<file path="src/design/pgmsc_pkg.sv">
// ----------------------------------------------------------------------------
// pgmsc_pkg: shared types and constants of the PGM to monochrome scaler
// Holds the result kinds, the character codes of the header parser and the
// width of the header number accumulator.
// ----------------------------------------------------------------------------
package pgmsc_pkg;

  typedef enum logic [1:0] {
    KIND_PIXEL = 2'd0,
    KIND_MAGIC = 2'd1,
    KIND_LARGE = 2'd2,
    KIND_SMALL = 2'd3
  } kind_e;

  localparam int unsigned ACC_W = 16;
  localparam logic [ACC_W-1:0] ACC_MAX = '1;

  localparam logic [7:0] CH_HASH = 8'h23;
  localparam logic [7:0] CH_P    = 8'h50;
  localparam logic [7:0] CH_5    = 8'h35;
  localparam logic [7:0] CH_0    = 8'h30;
  localparam logic [7:0] CH_9    = 8'h39;
  localparam logic [7:0] CH_LF   = 8'h0a;
  localparam logic [7:0] CH_TAB  = 8'h09;
  localparam logic [7:0] CH_CR   = 8'h0d;
  localparam logic [7:0] CH_SP   = 8'h20;

endpackage

</file>
<file path="src/design/pgmsc_div.sv">
// ----------------------------------------------------------------------------
// pgmsc_div: shared restoring divider
// Unsigned division that retires one quotient bit per cycle. A start request
// is taken while idle; a one-cycle done pulse marks a valid quotient.
// ----------------------------------------------------------------------------
module pgmsc_div #(
  parameter int unsigned NumW = 25,
  parameter int unsigned DenW = 16
) (
  input  logic            clk_i,
  input  logic            rst_ni,
  input  logic            start_i,
  input  logic [NumW-1:0] num_i,
  input  logic [DenW-1:0] den_i,
  output logic            done_o,
  output logic [NumW-1:0] quot_o
);

  localparam int unsigned CntW = $clog2(NumW);

  logic            busy_q, busy_d;
  logic            done_q, done_d;
  logic [CntW-1:0] cnt_q, cnt_d;
  logic [DenW:0]   rem_q, rem_d;
  logic [NumW-1:0] quo_q, quo_d;
  logic [DenW-1:0] den_q, den_d;
  logic [DenW:0]   rem_sh;
  logic            fits;

  always_comb begin
    rem_sh = {rem_q[DenW-1:0], quo_q[NumW-1]};
    fits   = rem_sh >= {1'b0, den_q};
    busy_d = busy_q;
    done_d = 1'b0;
    cnt_d  = cnt_q;
    rem_d  = rem_q;
    quo_d  = quo_q;
    den_d  = den_q;
    if (busy_q) begin
      rem_d = fits ? (rem_sh - {1'b0, den_q}) : rem_sh;
      quo_d = {quo_q[NumW-2:0], fits};
      cnt_d = cnt_q - CntW'(1);
      if (cnt_q == '0) begin
        busy_d = 1'b0;
        done_d = 1'b1;
      end
    end else if (start_i) begin
      busy_d = 1'b1;
      cnt_d  = CntW'(NumW - 1);
      rem_d  = '0;
      quo_d  = num_i;
      den_d  = den_i;
    end
  end

  always_ff @(posedge clk_i or negedge rst_ni) begin
    if (!rst_ni) begin
      busy_q <= 1'b0;
      done_q <= 1'b0;
      cnt_q  <= '0;
    end else begin
      busy_q <= busy_d;
      done_q <= done_d;
      cnt_q  <= cnt_d;
    end
  end

  always_ff @(posedge clk_i) begin
    rem_q <= rem_d;
    quo_q <= quo_d;
    den_q <= den_d;
  end

  assign done_o = done_q;
  assign quot_o = quo_q;

endmodule

</file>
<file path="src/design/pgm_to_mono_display_scaler.sv">
// ----------------------------------------------------------------------------
// pgm_to_mono_display_scaler: binary PGM to monochrome display scaler
// Parses a P5 header, fits the image to the display and emits one pixel
// write per kept source sample, or one error request per bad file.
// ----------------------------------------------------------------------------
// The file arrives one byte per request, with the result held in an output
// register. A byte that ends a header number without being a digit is
// examined again for the next number. When the size checks pass, the byte
// after maxval starts up to three divisions in turn on one restoring divider
// that produces one quotient bit per cycle.
// The block takes no request while it is busy or while its result waits.
module pgm_to_mono_display_scaler #(
  parameter int unsigned DISPLAY_WIDTH  = 128,
  parameter int unsigned DISPLAY_HEIGHT = 64,
  parameter int unsigned MAX_SOURCE_DIM = 4095
) (
  input  logic                 clk_i,
  input  logic                 rst_ni,
  input  logic                 in_valid_i,
  output logic                 in_ready_o,
  input  logic [7:0]           data_byte_i,
  input  logic                 first_byte_i,
  input  logic                 last_byte_i,
  output logic                 out_valid_o,
  input  logic                 out_ready_i,
  output pgmsc_pkg::kind_e     result_kind_o,
  output logic [6:0]           pix_x_o,
  output logic [5:0]           pix_y_o,
  output logic                 pix_white_o
);

  import pgmsc_pkg::*;

  localparam int unsigned AccW  = ACC_W;
  localparam int unsigned AccXW = AccW + 4;
  localparam int unsigned SrcW  = $clog2(MAX_SOURCE_DIM + 1);
  localparam int unsigned XW    = $clog2(DISPLAY_WIDTH);
  localparam int unsigned YW    = $clog2(DISPLAY_HEIGHT);
  localparam int unsigned SwW   = $clog2(DISPLAY_WIDTH + 1);
  localparam int unsigned ShW   = $clog2(DISPLAY_HEIGHT + 1);
  localparam int unsigned ScW   = (SwW > ShW) ? SwW : ShW;
  localparam int unsigned NumW  = AccW + ScW;

  typedef enum logic [3:0] {
    PH_IDLE,
    PH_MAGIC2,
    PH_W_SKIP,
    PH_W_DIG,
    PH_H_SKIP,
    PH_H_DIG,
    PH_M_SKIP,
    PH_M_DIG,
    PH_PIXELS,
    PH_DONE
  } phase_e;

  typedef enum logic [2:0] {
    S_IN,
    S_AGAIN,
    S_HDR,
    S_DIV_SIZE,
    S_DIV_SX,
    S_DIV_SY
  } seq_e;

  seq_e             seq_q, seq_d;
  phase_e           phase_q, phase_d;
  logic             in_comment_q, in_comment_d;
  logic [AccW-1:0]  accum_q, accum_d;
  logic [AccW-1:0]  src_w_q, src_w_d;
  logic [AccW-1:0]  src_h_q, src_h_d;
  logic [AccW-1:0]  max_val_q, max_val_d;
  logic [SwW-1:0]   shown_w_q, shown_w_d;
  logic [ShW-1:0]   shown_h_q, shown_h_d;
  logic [XW-1:0]    off_x_q, off_x_d;
  logic [YW-1:0]    off_y_q, off_y_d;
  logic [SrcW-1:0]  step_x_q, step_x_d;
  logic [SrcW-1:0]  step_y_q, step_y_d;
  logic [SrcW-1:0]  col_q, col_d;
  logic [SrcW-1:0]  row_q, row_d;
  logic [SrcW-1:0]  col_ph_q, col_ph_d;
  logic [SrcW-1:0]  row_ph_q, row_ph_d;
  logic [SrcW-1:0]  xcnt_q, xcnt_d;
  logic [SrcW-1:0]  ycnt_q, ycnt_d;
  logic [7:0]       byte_q, byte_d;
  logic             last_q, last_d;
  logic             wide_q, wide_d;
  logic             out_valid_q, out_valid_d;
  kind_e            out_kind_q, out_kind_d;
  logic [6:0]       out_x_q, out_x_d;
  logic [5:0]       out_y_q, out_y_d;
  logic             out_white_q, out_white_d;

  logic             accept;
  logic             step_en;
  logic [7:0]       cb;
  logic             last_eff;
  logic             finish;
  logic             again;
  logic             hdr;
  logic             is_space;
  logic             is_digit;
  logic             digit_ph;
  logic             num_ph;
  logic [1:0]       which;
  logic [AccXW-1:0] acc_wide;
  logic [AccW-1:0]  stored;
  logic [NumW-1:0]  w_prod;
  logic [NumW-1:0]  h_prod;
  logic             wide;
  logic             col_last;
  logic             row_last;
  logic             col_wrap;
  logic             row_wrap;
  logic [XW-1:0]    px_sum;
  logic [YW-1:0]    py_sum;
  logic [XW+6:0]    px_ext;
  logic [YW+5:0]    py_ext;
  logic [SwW-1:0]   sw_diff;
  logic [ShW-1:0]   sh_diff;
  logic             div_start;
  logic [NumW-1:0]  div_num;
  logic [AccW-1:0]  div_den;
  logic             div_done;
  logic [NumW-1:0]  div_quot;

  pgmsc_div #(
    .NumW (NumW),
    .DenW (AccW)
  ) u_div (
    .clk_i   (clk_i),
    .rst_ni  (rst_ni),
    .start_i (div_start),
    .num_i   (div_num),
    .den_i   (div_den),
    .done_o  (div_done),
    .quot_o  (div_quot)
  );

  assign in_ready_o = (seq_q == S_IN) && (!out_valid_q || out_ready_i);
  assign accept     = in_valid_i && in_ready_o;

  always_comb begin
    seq_d        = seq_q;
    phase_d      = phase_q;
    in_comment_d = in_comment_q;
    accum_d      = accum_q;
    src_w_d      = src_w_q;
    src_h_d      = src_h_q;
    max_val_d    = max_val_q;
    shown_w_d    = shown_w_q;
    shown_h_d    = shown_h_q;
    off_x_d      = off_x_q;
    off_y_d      = off_y_q;
    step_x_d     = step_x_q;
    step_y_d     = step_y_q;
    col_d        = col_q;
    row_d        = row_q;
    col_ph_d     = col_ph_q;
    row_ph_d     = row_ph_q;
    xcnt_d       = xcnt_q;
    ycnt_d       = ycnt_q;
    byte_d       = byte_q;
    last_d       = last_q;
    wide_d       = wide_q;
    out_valid_d  = out_valid_q && !out_ready_i;
    out_kind_d   = out_kind_q;
    out_x_d      = out_x_q;
    out_y_d      = out_y_q;
    out_white_d  = out_white_q;
    div_start    = 1'b0;
    div_num      = '0;
    div_den      = '0;
    finish       = 1'b0;
    again        = 1'b0;
    hdr          = 1'b0;

    step_en  = (seq_q == S_AGAIN) || (seq_q == S_IN && accept);
    cb       = (seq_q == S_AGAIN) ? byte_q : data_byte_i;
    last_eff = (seq_q == S_IN) ? last_byte_i : last_q;
    is_space = (cb == CH_SP) || (cb inside {[CH_TAB:CH_CR]});
    is_digit = cb inside {[CH_0:CH_9]};
    digit_ph = (phase_q == PH_W_DIG) || (phase_q == PH_H_DIG) || (phase_q == PH_M_DIG);
    num_ph   = digit_ph || (phase_q == PH_W_SKIP) || (phase_q == PH_H_SKIP) ||
               (phase_q == PH_M_SKIP);
    case (phase_q)
      PH_W_SKIP, PH_W_DIG: which = 2'd0;
      PH_H_SKIP, PH_H_DIG: which = 2'd1;
      default:             which = 2'd2;
    endcase
    acc_wide = AccXW'(accum_q) * AccXW'(10) + AccXW'(cb - CH_0);
    stored   = digit_ph ? accum_q : '0;

    w_prod = NumW'(src_w_q) * NumW'(DISPLAY_HEIGHT);
    h_prod = NumW'(src_h_q) * NumW'(DISPLAY_WIDTH);
    wide   = w_prod >= h_prod;

    col_last = col_q == SrcW'(src_w_q - AccW'(1));
    row_last = row_q == SrcW'(src_h_q - AccW'(1));
    col_wrap = col_ph_q == (step_x_q - SrcW'(1));
    row_wrap = row_ph_q == (step_y_q - SrcW'(1));
    px_sum   = off_x_q + xcnt_q[XW-1:0];
    py_sum   = off_y_q + ycnt_q[YW-1:0];
    px_ext   = {7'd0, px_sum};
    py_ext   = {6'd0, py_sum};
    sw_diff  = SwW'(DISPLAY_WIDTH) - shown_w_q;
    sh_diff  = ShW'(DISPLAY_HEIGHT) - shown_h_q;

    case (seq_q)
      S_IN, S_AGAIN: begin
        if (step_en) begin
          if (seq_q == S_IN) begin
            last_d = last_byte_i;
          end
          if (seq_q == S_IN && first_byte_i) begin
            in_comment_d = 1'b0;
            accum_d      = '0;
            src_w_d      = '0;
            src_h_d      = '0;
            max_val_d    = '0;
            col_d        = '0;
            row_d        = '0;
            if (cb == CH_P) begin
              phase_d = PH_MAGIC2;
            end else begin
              phase_d     = PH_DONE;
              out_valid_d = 1'b1;
              out_kind_d  = KIND_MAGIC;
              out_x_d     = '0;
              out_y_d     = '0;
              out_white_d = 1'b0;
            end
          end else if (phase_q == PH_MAGIC2) begin
            if (cb == CH_5) begin
              phase_d = PH_W_SKIP;
            end else begin
              phase_d     = PH_DONE;
              out_valid_d = 1'b1;
              out_kind_d  = KIND_MAGIC;
              out_x_d     = '0;
              out_y_d     = '0;
              out_white_d = 1'b0;
            end
          end else if (num_ph) begin
            if (!digit_ph && in_comment_q) begin
              if (cb == CH_LF) begin
                in_comment_d = 1'b0;
              end
            end else if (!digit_ph && is_space) begin
              in_comment_d = in_comment_q;
            end else if (!digit_ph && cb == CH_HASH) begin
              in_comment_d = 1'b1;
            end else if (is_digit) begin
              accum_d = (acc_wide > AccXW'(ACC_MAX)) ? ACC_MAX : acc_wide[AccW-1:0];
              case (phase_q)
                PH_W_SKIP: phase_d = PH_W_DIG;
                PH_H_SKIP: phase_d = PH_H_DIG;
                PH_M_SKIP: phase_d = PH_M_DIG;
                default:   phase_d = phase_q;
              endcase
            end else begin
              accum_d = '0;
              case (which)
                2'd0: begin
                  src_w_d      = stored;
                  phase_d      = PH_H_SKIP;
                  in_comment_d = 1'b0;
                  again        = 1'b1;
                end
                2'd1: begin
                  src_h_d      = stored;
                  phase_d      = PH_M_SKIP;
                  in_comment_d = 1'b0;
                  again        = 1'b1;
                end
                default: begin
                  max_val_d = stored;
                  phase_d   = PH_DONE;
                  col_d     = '0;
                  row_d     = '0;
                  hdr       = 1'b1;
                end
              endcase
            end
          end else if (phase_q == PH_PIXELS) begin
            if (row_ph_q == '0 && col_ph_q == '0 &&
                xcnt_q < SrcW'(shown_w_q) && ycnt_q < SrcW'(shown_h_q)) begin
              out_valid_d = 1'b1;
              out_kind_d  = KIND_PIXEL;
              out_x_d     = px_ext[6:0];
              out_y_d     = py_ext[5:0];
              out_white_d = AccW'({cb, 1'b0}) >= max_val_q;
            end
            if (col_last) begin
              col_d    = '0;
              col_ph_d = '0;
              xcnt_d   = '0;
              row_d    = row_q + SrcW'(1);
              row_ph_d = row_wrap ? '0 : row_ph_q + SrcW'(1);
              ycnt_d   = row_wrap ? ycnt_q + SrcW'(1) : ycnt_q;
              if (row_last) begin
                phase_d = PH_DONE;
              end
            end else begin
              col_d    = col_q + SrcW'(1);
              col_ph_d = col_wrap ? '0 : col_ph_q + SrcW'(1);
              xcnt_d   = col_wrap ? xcnt_q + SrcW'(1) : xcnt_q;
            end
          end
          if (again) begin
            seq_d  = S_AGAIN;
            byte_d = cb;
          end else if (hdr) begin
            seq_d = S_HDR;
          end else begin
            seq_d  = S_IN;
            finish = 1'b1;
          end
        end
      end
      S_HDR: begin
        out_x_d     = '0;
        out_y_d     = '0;
        out_white_d = 1'b0;
        if (src_w_q > AccW'(MAX_SOURCE_DIM) || src_h_q > AccW'(MAX_SOURCE_DIM)) begin
          out_valid_d = 1'b1;
          out_kind_d  = KIND_LARGE;
          seq_d       = S_IN;
          finish      = 1'b1;
        end else if (src_w_q == '0 || src_h_q == '0 ||
                     (wide && src_w_q < AccW'(DISPLAY_WIDTH)) ||
                     (!wide && src_h_q < AccW'(DISPLAY_HEIGHT))) begin
          out_valid_d = 1'b1;
          out_kind_d  = KIND_SMALL;
          seq_d       = S_IN;
          finish      = 1'b1;
        end else begin
          wide_d    = wide;
          div_start = 1'b1;
          div_num   = wide ? h_prod : w_prod;
          div_den   = wide ? src_w_q : src_h_q;
          seq_d     = S_DIV_SIZE;
        end
      end
      S_DIV_SIZE: begin
        if (div_done) begin
          if (div_quot == '0) begin
            out_valid_d = 1'b1;
            out_kind_d  = KIND_SMALL;
            out_x_d     = '0;
            out_y_d     = '0;
            out_white_d = 1'b0;
            seq_d       = S_IN;
            finish      = 1'b1;
          end else begin
            div_start = 1'b1;
            div_num   = NumW'(src_w_q);
            seq_d     = S_DIV_SX;
            if (wide_q) begin
              shown_w_d = SwW'(DISPLAY_WIDTH);
              shown_h_d = div_quot[ShW-1:0];
              div_den   = AccW'(DISPLAY_WIDTH);
            end else begin
              shown_w_d = div_quot[SwW-1:0];
              shown_h_d = ShW'(DISPLAY_HEIGHT);
              div_den   = div_quot[AccW-1:0];
            end
          end
        end
      end
      S_DIV_SX: begin
        if (div_done) begin
          step_x_d  = div_quot[SrcW-1:0];
          div_start = 1'b1;
          div_num   = NumW'(src_h_q);
          div_den   = AccW'(shown_h_q);
          seq_d     = S_DIV_SY;
        end
      end
      S_DIV_SY: begin
        if (div_done) begin
          step_y_d = div_quot[SrcW-1:0];
          off_x_d  = XW'(sw_diff >> 1);
          off_y_d  = YW'(sh_diff >> 1);
          col_d    = '0;
          row_d    = '0;
          col_ph_d = '0;
          row_ph_d = '0;
          xcnt_d   = '0;
          ycnt_d   = '0;
          phase_d  = PH_PIXELS;
          seq_d    = S_IN;
          finish   = 1'b1;
        end
      end
      default: begin
        seq_d = S_IN;
      end
    endcase

    if (finish && last_eff) begin
      phase_d      = PH_IDLE;
      in_comment_d = 1'b0;
    end
  end

  always_ff @(posedge clk_i or negedge rst_ni) begin
    if (!rst_ni) begin
      seq_q        <= S_IN;
      phase_q      <= PH_IDLE;
      in_comment_q <= 1'b0;
      accum_q      <= '0;
      src_w_q      <= '0;
      src_h_q      <= '0;
      max_val_q    <= '0;
      shown_w_q    <= '0;
      shown_h_q    <= '0;
      off_x_q      <= '0;
      off_y_q      <= '0;
      step_x_q     <= '0;
      step_y_q     <= '0;
      col_q        <= '0;
      row_q        <= '0;
      col_ph_q     <= '0;
      row_ph_q     <= '0;
      xcnt_q       <= '0;
      ycnt_q       <= '0;
      byte_q       <= '0;
      last_q       <= 1'b0;
      wide_q       <= 1'b0;
      out_valid_q  <= 1'b0;
      out_kind_q   <= KIND_PIXEL;
      out_x_q      <= '0;
      out_y_q      <= '0;
      out_white_q  <= 1'b0;
    end else begin
      seq_q        <= seq_d;
      phase_q      <= phase_d;
      in_comment_q <= in_comment_d;
      accum_q      <= accum_d;
      src_w_q      <= src_w_d;
      src_h_q      <= src_h_d;
      max_val_q    <= max_val_d;
      shown_w_q    <= shown_w_d;
      shown_h_q    <= shown_h_d;
      off_x_q      <= off_x_d;
      off_y_q      <= off_y_d;
      step_x_q     <= step_x_d;
      step_y_q     <= step_y_d;
      col_q        <= col_d;
      row_q        <= row_d;
      col_ph_q     <= col_ph_d;
      row_ph_q     <= row_ph_d;
      xcnt_q       <= xcnt_d;
      ycnt_q       <= ycnt_d;
      byte_q       <= byte_d;
      last_q       <= last_d;
      wide_q       <= wide_d;
      out_valid_q  <= out_valid_d;
      out_kind_q   <= out_kind_d;
      out_x_q      <= out_x_d;
      out_y_q      <= out_y_d;
      out_white_q  <= out_white_d;
    end
  end

  assign out_valid_o   = out_valid_q;
  assign result_kind_o = out_kind_q;
  assign pix_x_o       = out_x_q;
  assign pix_y_o       = out_y_q;
  assign pix_white_o   = out_white_q;

endmodule

</file>
<file path="config.mk">
export PLATFORM = sky130hd
export DESIGN_NAME = pgm_to_mono_display_scaler
export DESIGN_NICKNAME = d
export VERILOG_FILES = /design/src/design/pgmsc_pkg.sv /design/src/design/pgmsc_div.sv /design/src/design/pgm_to_mono_display_scaler.sv
export SDC_FILE = /design/constraint.sdc
export NUM_CORES = 1
export LEC_CHECK = 0
export ABC_AREA = 1
export BUFFER_PORTS_ARGS = -buffer_cell sky130_fd_sc_hd__buf_2
export CAP_MARGIN = 0
export CELL_PAD_IN_SITES_DETAIL_PLACEMENT = 2
export CELL_PAD_IN_SITES_GLOBAL_PLACEMENT = 2
export CORE_MARGIN = 4
export CORE_UTILIZATION = 30
export CTS_BUF_LIST = sky130_fd_sc_hd__clkbuf_8
export CTS_CLUSTER_DIAMETER = 40
export DETAILED_ROUTE_END_ITERATION = 10
export GPL_TIMING_DRIVEN = 1
export PLACE_DENSITY = 0.68
export SLEW_MARGIN = 15
export SYNTH_ARGS = -nofsm -noshare
export SYNTH_HDL_FRONTEND = slang
export SYNTH_SLANG_ARGS = --single-unit
</file>
<file path="constraint.sdc">
create_clock -name clk_i -period 4.4 [get_ports clk_i]
set_input_delay 0.44 -clock clk_i [delete_from_list [all_inputs] [get_ports clk_i]]
set_output_delay 0.44 -clock clk_i [all_outputs]
set_load 0.01 [all_outputs]
</file>
# After elaboration in Yosys (flattened, before gate mapping)
# Cells that the tools add are included.
[word_totals]
regBits = 286
output_inout_bits = 18
[op_classes]
add_sub_neg = 18
multipliers = 1
order_cmp = 14
n_eq_ne = 68
n_mux = 250
bitwise = 4
n_reduce_logical = 77
[ops]
columns = ["cell", "n"]
rows = [
  ["$mux W16", 45],
  ["$mux W12", 46],
  ["$pmux W12 S2", 6],
  ["$mux W7", 12],
  ["$add A12 B1 Y12 const B", 6],
  ["$mux W1", 72],
  ["$mux W23", 3],
  ["$pmux W23 S3", 1],
  ["$mux W4", 15],
  ["$mux W6", 10],
  ["$eq A12 B12 Y1", 4],
  ["$mux W24", 2],
  ["$pmux W16 S3", 1],
  ["$sub A12 B1 Y12 const B", 4],
  ["$reduce_and A9 Y1", 5],
  ["$ne A4 B4 Y1 const B", 11],
  ["$ne A6 B6 Y1 const B", 6],
  ["$gt A16 B12 Y1 const B", 2],
  ["$logic_not A16 Y1", 2],
  ["$mux W2", 16],
  ["$reduce_and A10 Y1", 3],
  ["$eq A8 B6 Y1 const B", 3],
  ["$logic_not A12 Y1", 2],
  ["$logic_not A24 Y1", 1],
  ["other kinds (68)", 154],
]

# Longest topological paths before layout
[logic_depth]
ltp_word = 22
mapped_depth = 27
depth_no_buf = 26

# Cells and area by module
# A second synthesis with hierarchy kept.
[hier_totals]
cells_unflattened = 2781
hier_area_um2 = 20372.0
[modules_own_cells]
columns = ["module", "instances", "cells_per_inst", "area_per_inst_um2", "seq_area_each_um2"]
rows = [
  ["pgm_to_mono_display_scaler", 1, 2298, 16553.4, 5580.4],
  ["pgmsc_div", 1, 483, 3818.7, 1856.8],
]

# Least setup slack after synthesis
# No wires, ideal clock.
[synth_timing]
kind = "reg2reg"
startpoint = "register accum_q[1]"
endpoint = "register accum_q[5]"
setup_time_ns = 0.133
arrival_ns = 3.887
required_time_ns = 4.267
slack_ns = 0.381
path_stages_with_launch = 27
cell_sequence = "dfrtp_1 -> ha_1 -> ha_1 -> inv_1 -> fa_1 -> inv_1 -> nand2_1 -> nand2_1 -> a21oi_1 -> o21ai_0 -> a21oi_1 -> o21bai_1 -> nand2_1 -> nand2_1 -> a21oi_1 -> xnor2_1 -> ha_1 -> nand2_1 -> nor4_1 -> nand2_1 -> nand3_1 -> nand2_1 -> nor2_1 -> buf_2 -> nand4_1 -> nand2_1 -> o21ai_0"
[synth_via]
elab_chain_len = 11
[synth_lines]
columns = ["item", "line_no", "rtl"]
rows = [
  ["start, declared", "pgm_to_mono_display_scaler.sv:69", "logic [AccW-1:0] accum_q, accum_d;"],
  ["start signal, assigned", "pgm_to_mono_display_scaler.sv:440", "accum_q <= accum_d;"],
  ["$mul A16 B3 Y19 *", "pgm_to_mono_display_scaler.sv:191", "acc_wide = AccXW'(accum_q) * AccXW'(10) + AccXW'(cb - CH_0);"],
  ["$add A20 B20 Y20 *", "pgm_to_mono_display_scaler.sv:191", ""],
  ["$gt A20 B16 Y1", "pgm_to_mono_display_scaler.sv:254", "accum_d = (acc_wide > AccXW'(ACC_MAX)) ? ACC_MAX : acc_wide[AccW-1:0];"],
  ["$mux W16 *", "pgm_to_mono_display_scaler.sv:254", ""],
  ["$mux W16 *", "pgm_to_mono_display_scaler.sv:253", "end else if (is_digit) begin"],
  ["$mux W16 *", "pgm_to_mono_display_scaler.sv:251", "end else if (!digit_ph && cb == CH_HASH) begin"],
  ["$mux W16 *", "pgm_to_mono_display_scaler.sv:249", "end else if (!digit_ph && is_space) begin"],
  ["$mux W16 *", "pgm_to_mono_display_scaler.sv:245", "if (!digit_ph && in_comment_q) begin"],
  ["$mux W16 *", "pgm_to_mono_display_scaler.sv:244", "end else if (num_ph) begin"],
  ["$mux W16 *", "pgm_to_mono_display_scaler.sv:233", "end else if (phase_q == PH_MAGIC2) begin"],
  ["$mux W16 *", "pgm_to_mono_display_scaler.sv:215", "if (seq_q == S_IN && first_byte_i) begin"],
]
# Every way passes the cells marked *; elsewhere a longest branch is shown, timed or not. The select of a mux whose other input is x is not followed.
# A chain may end at the register's enable or synchronous reset.

# Final worst setup path
[layout_timing]
startpoint = "register accum_q[3]"
endpoint = "register accum_q[15]"
# The elaborated chain is that of the path after synthesis.

==> impl_results.md <==
* Hpwl dp at 58200 um
* Initial Util at 0.304
* Largest net degree at the start of global routing at 92
* Gate Count Post-Synth at 2691
* Port Buf Inserts at 31
* Synth Area in Adders at 0.0816
* Slowest stage delay, CP at about 430 ps
* Async set-reset flop share out of synthesis at 0.804
* TritonCTS buffer count at 75
* CP most frequent cell: nand2_1
* Post-Synth Simple-Gate Area at 0.274
* Final Slew Violations at 0
* Req. time, crit path at 4890 ps
* Final worst path period share at 0.996
* Max_cap viols at 0
* Gpl congestion at 0.828
* Share of cells above drive strength 1 at 0.117
* Clock root cell: clkbuf_8
* Slew margin rel. at 0.216
* First-pass GRT wire length at 121000 um
* Synth top area cells: dfrtp_1, nand2_1, edfxtp_1
* Worst hold slack at roughly 230 ps
* Antenna-violating nets left at 0
* Fmax at 0.228 GHz
* Grt ovf at 0
* Fin crit period at 4380 ps
* Register area share after synthesis at 0.370
* Critical Path AT at 4880 ps
* Clk_lat worst skew at 680 ps
* Vias/cell at 5.17
* Via Count at 19.2k
* Drt initial violations at 910
* Hold Path Depth at 5
* Reg2Reg Depth at 27
* Mux share of post-synthesis cell area at 0
* Die X at ~270 um
* RSZ-0062 raised after global routing: yes
* Post-synth EDFFs at 56
* Vias in the first global route at roughly 21k
* Count of cell types in the netlist at 61
* Status: finished, final reports clean
* P&R area growth vs syn at 16.1%
* Syn_nets at approximately 2.8k
* Skew final at 55.8 ps
* Initial antenna violation count at 0
* Synth Area in XOR/XNOR at 0.0641
* Ant diodes at 0
* Worst setup SP type: flop
* PwrDens at 329 nW/um^2
* Core ar. at 66100 sq um
* Fin. Hold Viols at 0
* Post-synth top flop: dfrtp_1
* Drc violations at 0
* Die ar. at roughly 71000 sq um
* Die extent in y at 267 um
* IO Count at 32
* Worst VDD drop at 0.000169 V
* CTS tree: built
* Kind of critical path: flop to flop
* Final setup violation count at 0
* Critical Path Fanout Max at 8
* Total wire length at between 70000 and 80000 um
* Seq cells post-synth at approximately 290
* Utilization after layout at 0.353
* Worst hold path type: input pin to flop
* Critical Path End Type: flop
* Global Route Usage Sum at 0.215
* LEAKAGE at between 10 and 15 nW
* Largest family of logic cells by synthesized area: simple AND/OR/NAND/NOR gates
* Synth area leader: dfrtp_1
* Area of the mapped netlist at 20100 sq um
* Longest Clk Path Bufs at 3
* Drt pass-1 iters at 5
* Area share of the largest cell type after synthesis at 0.287
* Synth Area in Compound Gates at 0.132
* Clk slew on worst S/H paths at 60 ps
* H-tree levels at 3
* Crit-path slowest cell: dfrtp_1
* Synth warn at 0
* Clock sinks at 286
* Final net count at 2918
* Routed wire length per instance at 20.7 um
* Row Count at 94
* Slew @ Worst Pin at ~1200 ps
* Syn avg cell area at about 7.5 sq um
## layer usage
layer,global-route usage,share of wire,vias to the layer above,routed length (um)
met5,0,0,-,0
met4,0.0613,0.027,0,2040
met3,0.0332,0.030,109,2330
met2,0.357,0.47,247,35800
met1,0.292,0.48,9638,36400
li1,-,-,9161,-
## final timing paths
| path | end | startpoint | slack, ps |
|---|---|---|---|
| setup / recovery | accum_q[15]$_DFFE_PN0P_ | accum_q[3]$_DFFE_PN0P_ | 20 |
| max in group asynchronous | col_q[2]$_DFFE_PN0P_ | rst_ni | 2830 |
| setup reg to reg | accum_q[15]$_DFFE_PN0P_ | accum_q[3]$_DFFE_PN0P_ | 20 |
| hold reg to reg | pix_y_o[0]$_DFFE_PN0P_ | pix_y_o[0]$_DFFE_PN0P_ | 490 |
| min in group asynchronous | u_div.cnt_q[2]$_DFFE_PN0P_ | rst_ni | 410 |
| hold / removal | last_q$_DFFE_PN0P_ | last_byte_i | 230 |
## report_power, final
group          switching, mW  internal, mW  total [mW]
clock network           1.52          2.17        3.70
logic                  0.811         0.420        1.23
registers             0.0296          2.72        2.75
## cell usage after synthesis, types with 3 or more instances
| library cell | instances |
|---|---|
| edfxtp_1 | 56 |
| nand2_2 | 17 |
| inv_2 | 17 |
| fa_1 | 5 |
| o31ai_1 | 5 |
| xnor2_1 | 47 |
| ha_1 | 123 |
| nor2_4 | 4 |
| buf_1 | 4 |
| a21oi_1 | 109 |
| o22ai_1 | 29 |
| buf_4 | 8 |
| nand3_2 | 3 |
| nor3b_1 | 6 |
| nor4_1 | 21 |
| o211ai_1 | 13 |
| nand3_1 | 151 |
| dfrtp_1 | 230 |
| o21bai_1 | 5 |
| o2111ai_1 | 3 |
| nand2_1 | 654 |
| o21ai_2 | 6 |
| buf_2 | 16 |
| nor3_1 | 67 |
| a211oi_1 | 3 |
| a21boi_0 | 4 |
| nand3b_1 | 8 |
| inv_1 | 292 |
| o21a_1 | 4 |
| buf_6 | 3 |
| o221ai_1 | 7 |
| nor2_2 | 9 |
| nand4_1 | 79 |
| o21ai_1 | 51 |
| or2_2 | 17 |
| xor2_1 | 100 |
| a31oi_1 | 11 |
| nor2_1 | 207 |
| o21ai_0 | 217 |
| clkbuf_1 | 54 |
## critical path: cells and delay by family, from the launching register on
kind,cells,cell delay (ps)
flip-flops,1,430
XOR/XNOR,1,140
AND/OR/NAND/NOR,13,1560
buffers and inverters,3,250
adder cells (fa/ha/maj),4,1140
AO/OA/AOI/OAI,6,670
## kinds of logic (layout without fill, tap and decap cells)
kind of cell / Yosys count / in the layout
buffers and inverters: 397 / 543
DFF: 286 / 286
adders and majority gates: 128 / 128
xor gates and xnor gates: 147 / 147
AOI/OAI and AO/OA: 479 / 479
and+or+nand+nor: 1254 / 1255
## metrics by stage
step / cells / cell area, sq um / TNS, ps / setup WS (ps) / total power [mW]
2_1_floorplan: 2691 / 20100 / 0 / 381 / 3.43
3_3_place_gp: 3548 / 21300 / 0 / 31.5 / 3.81
3_5_place_dp: 3548 / 21300 / -3690 / -255 / 3.85
4_1_cts: 3694 / 23100 / 0 / 11.6 / 7.70
5_1_grt: 3702 / 23300 / -3960 / -288 / 8.05
6_report: 3702 / 23300 / 0 / 18.3 / 7.68
## cell usage in the layout (no fill, tap or decap), types with 7 or more instances in the layout
cell / Yosys / routed
nand2_1: 654 / 646
inv_1: 292 / 302
dfrtp_1: 230 / 230
o21ai_0: 217 / 206
nor2_1: 207 / 202
nand3_1: 151 / 148
ha_1: 123 / 121
a21oi_1: 109 / 102
xor2_1: 100 / 100
clkbuf_8: 0 / 90
nand4_1: 79 / 79
nor3_1: 67 / 65
o21ai_1: 51 / 60
edfxtp_1: 56 / 56
buf_4: 8 / 51
xnor2_1: 47 / 47
buf_2: 16 / 30
o22ai_1: 29 / 29
nand2_2: 17 / 24
inv_2: 17 / 20
nor4_1: 21 / 18
or2_2: 17 / 17
nor2_2: 9 / 13
o211ai_1: 13 / 13
clkinv_2: 0 / 12
a31oi_1: 11 / 10
clkinvlp_4: 0 / 10
nand3b_1: 8 / 8
o21ai_2: 6 / 8
clkinv_1: 2 / 8
o221ai_1: 7 / 7
## sequential cells by signal, indices dropped and copies added, names as in the netlist, 7 cells and up
signal        cells
src_h_q          16
shown_h_q         7
step_y_q         12
xcnt_q           12
max_val_q        16
row_ph_q         12
u_div.rem_q      16
u_div.quot_o     24
step_x_q         12
ycnt_q           12
row_q            12
col_ph_q         12
byte_q            8
src_w_q          16
accum_q          16
pix_x_o           7
shown_w_q         8
col_q            12
off_x_q           7
u_div.den_q      16
## final cells by class
class                           count  area (sq um)
Clock buffer                       90          1240
Tap cell                          864          1080
Sequential cell                   286          7440
Fill cell                        7699         42800
Inverter                          312          1170
Timing Repair Buffer               92           684
Clock inverter                     49           400
Multi-Input combinational cell   2009         11300
## repair_timing
item                                    4_1_cts  5_1_grt
cloned                                        1        1
endpoints found under the setup margin       16       16
hold buffers                                  2        0
pin swaps                                     9       27
resized for setup                            22       42
setup buffers                                 4        7
hold endpoints to repair                     89        0
(Power assumes the default switching activity.)
